## config.mk

```make
export PLATFORM = sky130hd
export DESIGN_NAME = pmi_mul
export DESIGN_NICKNAME = d
export VERILOG_FILES = /design/src/rtl/pmi_pkg.sv /design/src/rtl/pmi_mul.sv
export SDC_FILE = /design/constraint.sdc
export NUM_CORES = 2
export LEC_CHECK = 0
export BUFFER_PORTS_ARGS = -buffer_cell sky130_fd_sc_hd__buf_2
export CORE_AREA = 4 4 417 254
export CTS_BUF_LIST = sky130_fd_sc_hd__clkbuf_4 sky130_fd_sc_hd__clkbuf_8
export DETAILED_ROUTE_END_ITERATION = 6
export DIE_AREA = 0 0 421 258
export GPL_TIMING_DRIVEN = 1
export SLEW_MARGIN = 20
export SYNTH_ARGS = -nofsm -noshare
export SYNTH_HDL_FRONTEND = slang
export SYNTH_SLANG_ARGS = --single-unit
```

## constraint.sdc

```tcl
create_clock -name clk -period 26.8 [get_ports clk]
set_input_delay 2.68 -clock clk [delete_from_list [all_inputs] [get_ports clk]]
set_output_delay 2.68 -clock clk [all_outputs]
set_load 0.1 [all_outputs]
```

## src/rtl/pmi_pkg.sv

```systemverilog
package pmi_pkg;

  typedef logic signed [47:0] q_t;

  typedef enum logic [3:0] {
    S_IDLE,
    S_COORD,
    S_CONST,
    S_TERM,
    S_LATCH,
    S_PWAIT,
    S_CSTART,
    S_CWAIT,
    S_POP,
    S_ESTART,
    S_EWAIT,
    S_STORE,
    S_FLAGS
  } state_t;

  localparam logic [1:0] MODE_LOAD = 2'd0;
  localparam logic [1:0] MODE_SET  = 2'd1;
  localparam logic [1:0] MODE_STEP = 2'd2;

  localparam logic [1:0] CFG_DIM = 2'd0;
  localparam logic [1:0] CFG_ORD = 2'd1;
  localparam logic [1:0] CFG_EUL = 2'd2;
  localparam logic [1:0] CFG_EPS = 2'd3;

  localparam q_t          POINT_RESET   = 48'sd838861;
  localparam logic [24:0] EPS_RESET     = 25'd1677722;
  localparam logic [49:0] DIVERGE_LIMIT = 50'd16777216000000;
  localparam logic [50:0] SETTLE_LIMIT  = 51'd17;
  localparam q_t          Q_MAX         = 48'sh7FFFFFFFFFFF;
  localparam q_t          Q_MIN         = 48'sh800000000000;

  typedef struct packed {
    logic start;
    q_t   a;
    q_t   b;
  } mul_req_t;

  typedef struct packed {
    logic done;
    logic sat;
    q_t   res;
  } mul_rsp_t;

  typedef struct packed {
    logic sat;
    q_t   val;
  } sum_t;

  function automatic logic [47:0] q_mag(q_t a);
    return a[47] ? 48'(-a) : 48'(a);
  endfunction

  function automatic sum_t q_add(q_t a, q_t b);
    logic signed [48:0] s;
    sum_t r;
    s = {a[47], a} + {b[47], b};
    r.sat = (s[48] != s[47]);
    r.val = r.sat ? (s[48] ? Q_MIN : Q_MAX) : s[47:0];
    return r;
  endfunction

endpackage

```

## src/rtl/pmi_mul.sv

```systemverilog
module pmi_mul import pmi_pkg::*; (
  input  logic     clk,
  input  logic     rst_n,
  input  mul_req_t req,
  output mul_rsp_t rsp
);

  logic        run_r;
  logic [2:0]  cnt_r;
  logic [47:0] ua_r, ub_r;
  logic        neg_r;
  logic [47:0] prod_r;
  logic [47:0] hi_r;
  logic [49:0] mid_r;
  logic [48:0] lo_r;
  logic        done_r;
  logic        sat_r;
  q_t          res_r;

  logic [23:0] pa, pb;
  logic [50:0] q;
  logic [50:0] limit;
  logic        sat;
  logic [47:0] qs;

  always_comb begin
    case (cnt_r)
      3'd0:    begin pa = ua_r[47:24]; pb = ub_r[47:24]; end
      3'd1:    begin pa = ua_r[47:24]; pb = ub_r[23:0];  end
      3'd2:    begin pa = ua_r[23:0];  pb = ub_r[47:24]; end
      default: begin pa = ua_r[23:0];  pb = ub_r[23:0];  end
    endcase
  end

  always_comb begin
    q     = {3'b0, hi_r[23:0], 24'b0} + {1'b0, mid_r} + {26'b0, lo_r[48:24]};
    limit = neg_r ? 51'h800000000000 : 51'h7FFFFFFFFFFF;
    sat   = (hi_r >= 48'h800000) || (q > limit);
    qs    = sat ? limit[47:0] : q[47:0];
  end

  always_ff @(posedge clk) begin
    if (!rst_n) begin
      run_r  <= 1'b0;
      cnt_r  <= 3'd0;
      done_r <= 1'b0;
    end else begin
      done_r <= 1'b0;
      if (req.start) begin
        run_r <= 1'b1;
        cnt_r <= 3'd0;
      end else if (run_r) begin
        cnt_r <= cnt_r + 3'd1;
        if (cnt_r == 3'd5) begin
          run_r  <= 1'b0;
          done_r <= 1'b1;
        end
      end
    end
  end

  always_ff @(posedge clk) begin
    if (req.start) begin
      ua_r  <= q_mag(req.a);
      ub_r  <= q_mag(req.b);
      neg_r <= req.a[47] ^ req.b[47];
    end
    if (run_r) begin
      prod_r <= pa * pb;
      case (cnt_r)
        3'd1:    hi_r  <= prod_r;
        3'd2:    mid_r <= {2'b0, prod_r};
        3'd3:    mid_r <= mid_r + {2'b0, prod_r};
        3'd4:    lo_r  <= {1'b0, prod_r} + 49'h800000;
        3'd5: begin
          sat_r <= sat;
          res_r <= neg_r ? q_t'(-qs) : q_t'(qs);
        end
        default: ;
      endcase
    end
  end

  assign rsp.done = done_r;
  assign rsp.sat  = sat_r;
  assign rsp.res  = res_r;

endmodule

```

==> metrics <==
clock sink count=approximately 320; Achievable Freq=94.3 MHz; Yosys cell types=94; first-pass GRT wire length=around 190000 um; CTS max path bufs=3; CTS tree=built; Hold WC Path Type=reg2reg; final wirelength=~120000 um; Tmin final=10610 ps; port buffer count=between 100 and 150; cell taking the most area after synthesis=fa_1; Main synth FF type=edfxtp_1; WL/cell=about 20 um; mapped cell area=40600 um2; Least-Margin Pin Slew=1140 ps; DP Wirelength=94300 um; share of layout cells above drive strength 1=0.0989; PostCTS Resize Cnt=0; CP bufs+invs=2; top-area cell type share of the netlist area=0.239; Layout area overhead=8.58%; Clock Skews=69.0 ps; status=complete, no violations; full die area=109000 um2; FF+latch count, synth=between 300 and 400; register area=~9600 um2; Reg-to-Reg Start=mid_r[15]$_DFFE_PP_; RSZ-0062 raised after global routing=no; top post-synthesis cells by area=fa_1, edfxtp_1, ha_1; Post-synth EDFFs=317; FF-to-FF path depth=32; Global Route Usage Sum=0.217; CTS Root Cell=clkbuf_8; CTS H-tree depth=2; total core area=just over 100000 um2; Critical Path RT=approximately 27000 ps; Die X=around 420 um; nets=about 5300; crit path capture=res_r[46]$_DFFE_PP_; final antenna-violating net count=0; critical path launch point type=register; Worst Path Max Fanout=54; Final setup viols=0; first-pass iteration count of the detailed router=5; Worst R2R Setup Slack=approximately 16000 ps; Die Height=~260 um; worst setup margin=16190 ps; Worst R2R End=res_r[46]$_DFFE_PP_; # hold bufs at CTS=0; setup TNS=0 ps; max_slew headroom=0.236; Slowest cell on crit path=a311oi_1; pre-CTS setup slack=16390 ps; top cell family by delay on the critical path=simple AND/OR/NAND/NOR gates; Cells after Synth=~4200; top-level port count=149; Worst-path clk slew=70 ps; setup bufs post-CTS=0; syn nets=5200; vias in the first global route=31600; Worst-Skew Late Latency=~700 ps; total number of vias=31600; Worst EP arrival=11020 ps; average size of a mapped cell=9.56 um2; row cnt=slightly above 90; DRC Markers=0; ys async rst share=0; pin count of the biggest net entering global routing=80; Slew Limit Fails=0; starting density of the core=0.397; Levels on crit path=32; Tcrit/Tclk final=0.396; Crit path largest cell delay=800 ps; sequential area share after synthesis=0.237; path type of the worst setup path=reg2reg; CP Capture Type=register; gpl congestion=between 1 and 1.5; Remaining Overflow, GRT=0; TritonCTS Buffers=55; initial antenna violation count=13; Max-Cap Viols=0; fill cell count=approximately 10000; multi-input combinational cell area=28100 um2; drt first-iter violations=3440; Via density=5.49; CP dominant cell by count=ha_1; Critical Path Start=mid_r[15]$_DFFE_PP_; leading cell type in the layout, fill and taps excluded=inv_1; Ys Warns=0; Final Hold Viols=0; most frequent cells in the layout=inv_1, fa_1, nand2_1
-- logic make-up after synthesis --
| logic type | Yosys count | synth area share |
|---|---|---|
| simple gates | 1212 | 0.134 |
| fa+ha+maj | 859 | 0.355 |
| buf+inv | 785 | 0.0732 |
| compound gates | 685 | 0.112 |
| flops | 322 | 0.237 |
| xor+xnor | 242 | 0.0525 |
| mux | 137 | 0.0365 |
-- state kept, by name, indices dropped and copies added, names as in the netlist, 3 cells and up --
| signal | flops |
|---|---|
| ub_r | 48 |
| lo_r | 25 |
| res_r | 48 |
| mid_r | 50 |
| ua_r | 48 |
| cnt_r | 3 |
| prod_r | 48 |
| hi_r | 48 |
-- cells in the mapped netlist (all sizes together) (40+ instances only) --
| cell type | n |
|---|---|
| clkbuf | 129 |
| nor2 | 414 |
| xor2 | 50 |
| mux2i | 49 |
| nand2 | 448 |
| o31ai | 40 |
| ha | 374 |
| o21ai | 125 |
| fa | 485 |
| nor3 | 46 |
| inv | 635 |
| mux2 | 88 |
| edfxtp | 317 |
| xnor2 | 192 |
| nand3 | 59 |
| a21oi | 197 |
| a21o | 96 |
-- worst reg2reg max path: cells and delay by family (launching register included) --
| kind | cells | cell delay, ps |
|---|---|---|
| fa+ha+maj | 4 | 1210 |
| compound gates | 10 | 2770 |
| simple gates | 16 | 5330 |
| buf+inv | 2 | 570 |
| flops | 1 | 440 |
-- cell type report --
cell class	count	share of cell area
antenna	1	0.0000568
multi-input combinational	3135	0.637
clock buffer	67	0.0192
timing repair buffer	203	0.0263
sequential	322	0.218
inverter	636	0.0542
tap	1348	0.0383
clock inverter	34	0.00637
-- per-stage QoR --
step           utilization  hold WS [ps]  instance area (um2)  std cells
6_report             0.431           505                44000       5746
5_1_grt              0.431           516                44000       5746
4_1_cts              0.431           508                44000       5745
3_5_place_dp         0.420           482                42900       5644
3_3_place_gp         0.420           493                42900       5644
2_1_floorplan            -           453                40600       4242
-- worst min-delay path by stage --
stage | from | end | slack [ps] | cells past startpoint
5_1_grt | prod_r[11]$_DFFE_PP_ | hi_r[11]$_DFFE_PP_ | 520 | 0
6_report | prod_r[10]$_DFFE_PP_ | hi_r[10]$_DFFE_PP_ | 500 | 0
4_1_cts | prod_r[11]$_DFFE_PP_ | hi_r[11]$_DFFE_PP_ | 510 | 0
3_5_place_dp | prod_r[11]$_DFFE_PP_ | hi_r[11]$_DFFE_PP_ | 480 | 0
2_1_floorplan | prod_r[0]$_DFFE_PP_ | hi_r[0]$_DFFE_PP_ | 450 | 0
3_3_place_gp | prod_r[11]$_DFFE_PP_ | hi_r[11]$_DFFE_PP_ | 490 | 0
-- per-layer routing --
layer	track usage	vias up	wire length, um	share of wire
li1	-	14500	-	-
met1	0.335	15700	56200	0.48
met2	0.299	1241	45700	0.39
met3	0.0655	120	13600	0.12
met4	0.0372	4	1860	0.016
met5	0	-	30	0.00026
Power is not shown: default switching activity piles up to over one toggle a cycle in this logic, so the estimate is an artifact.
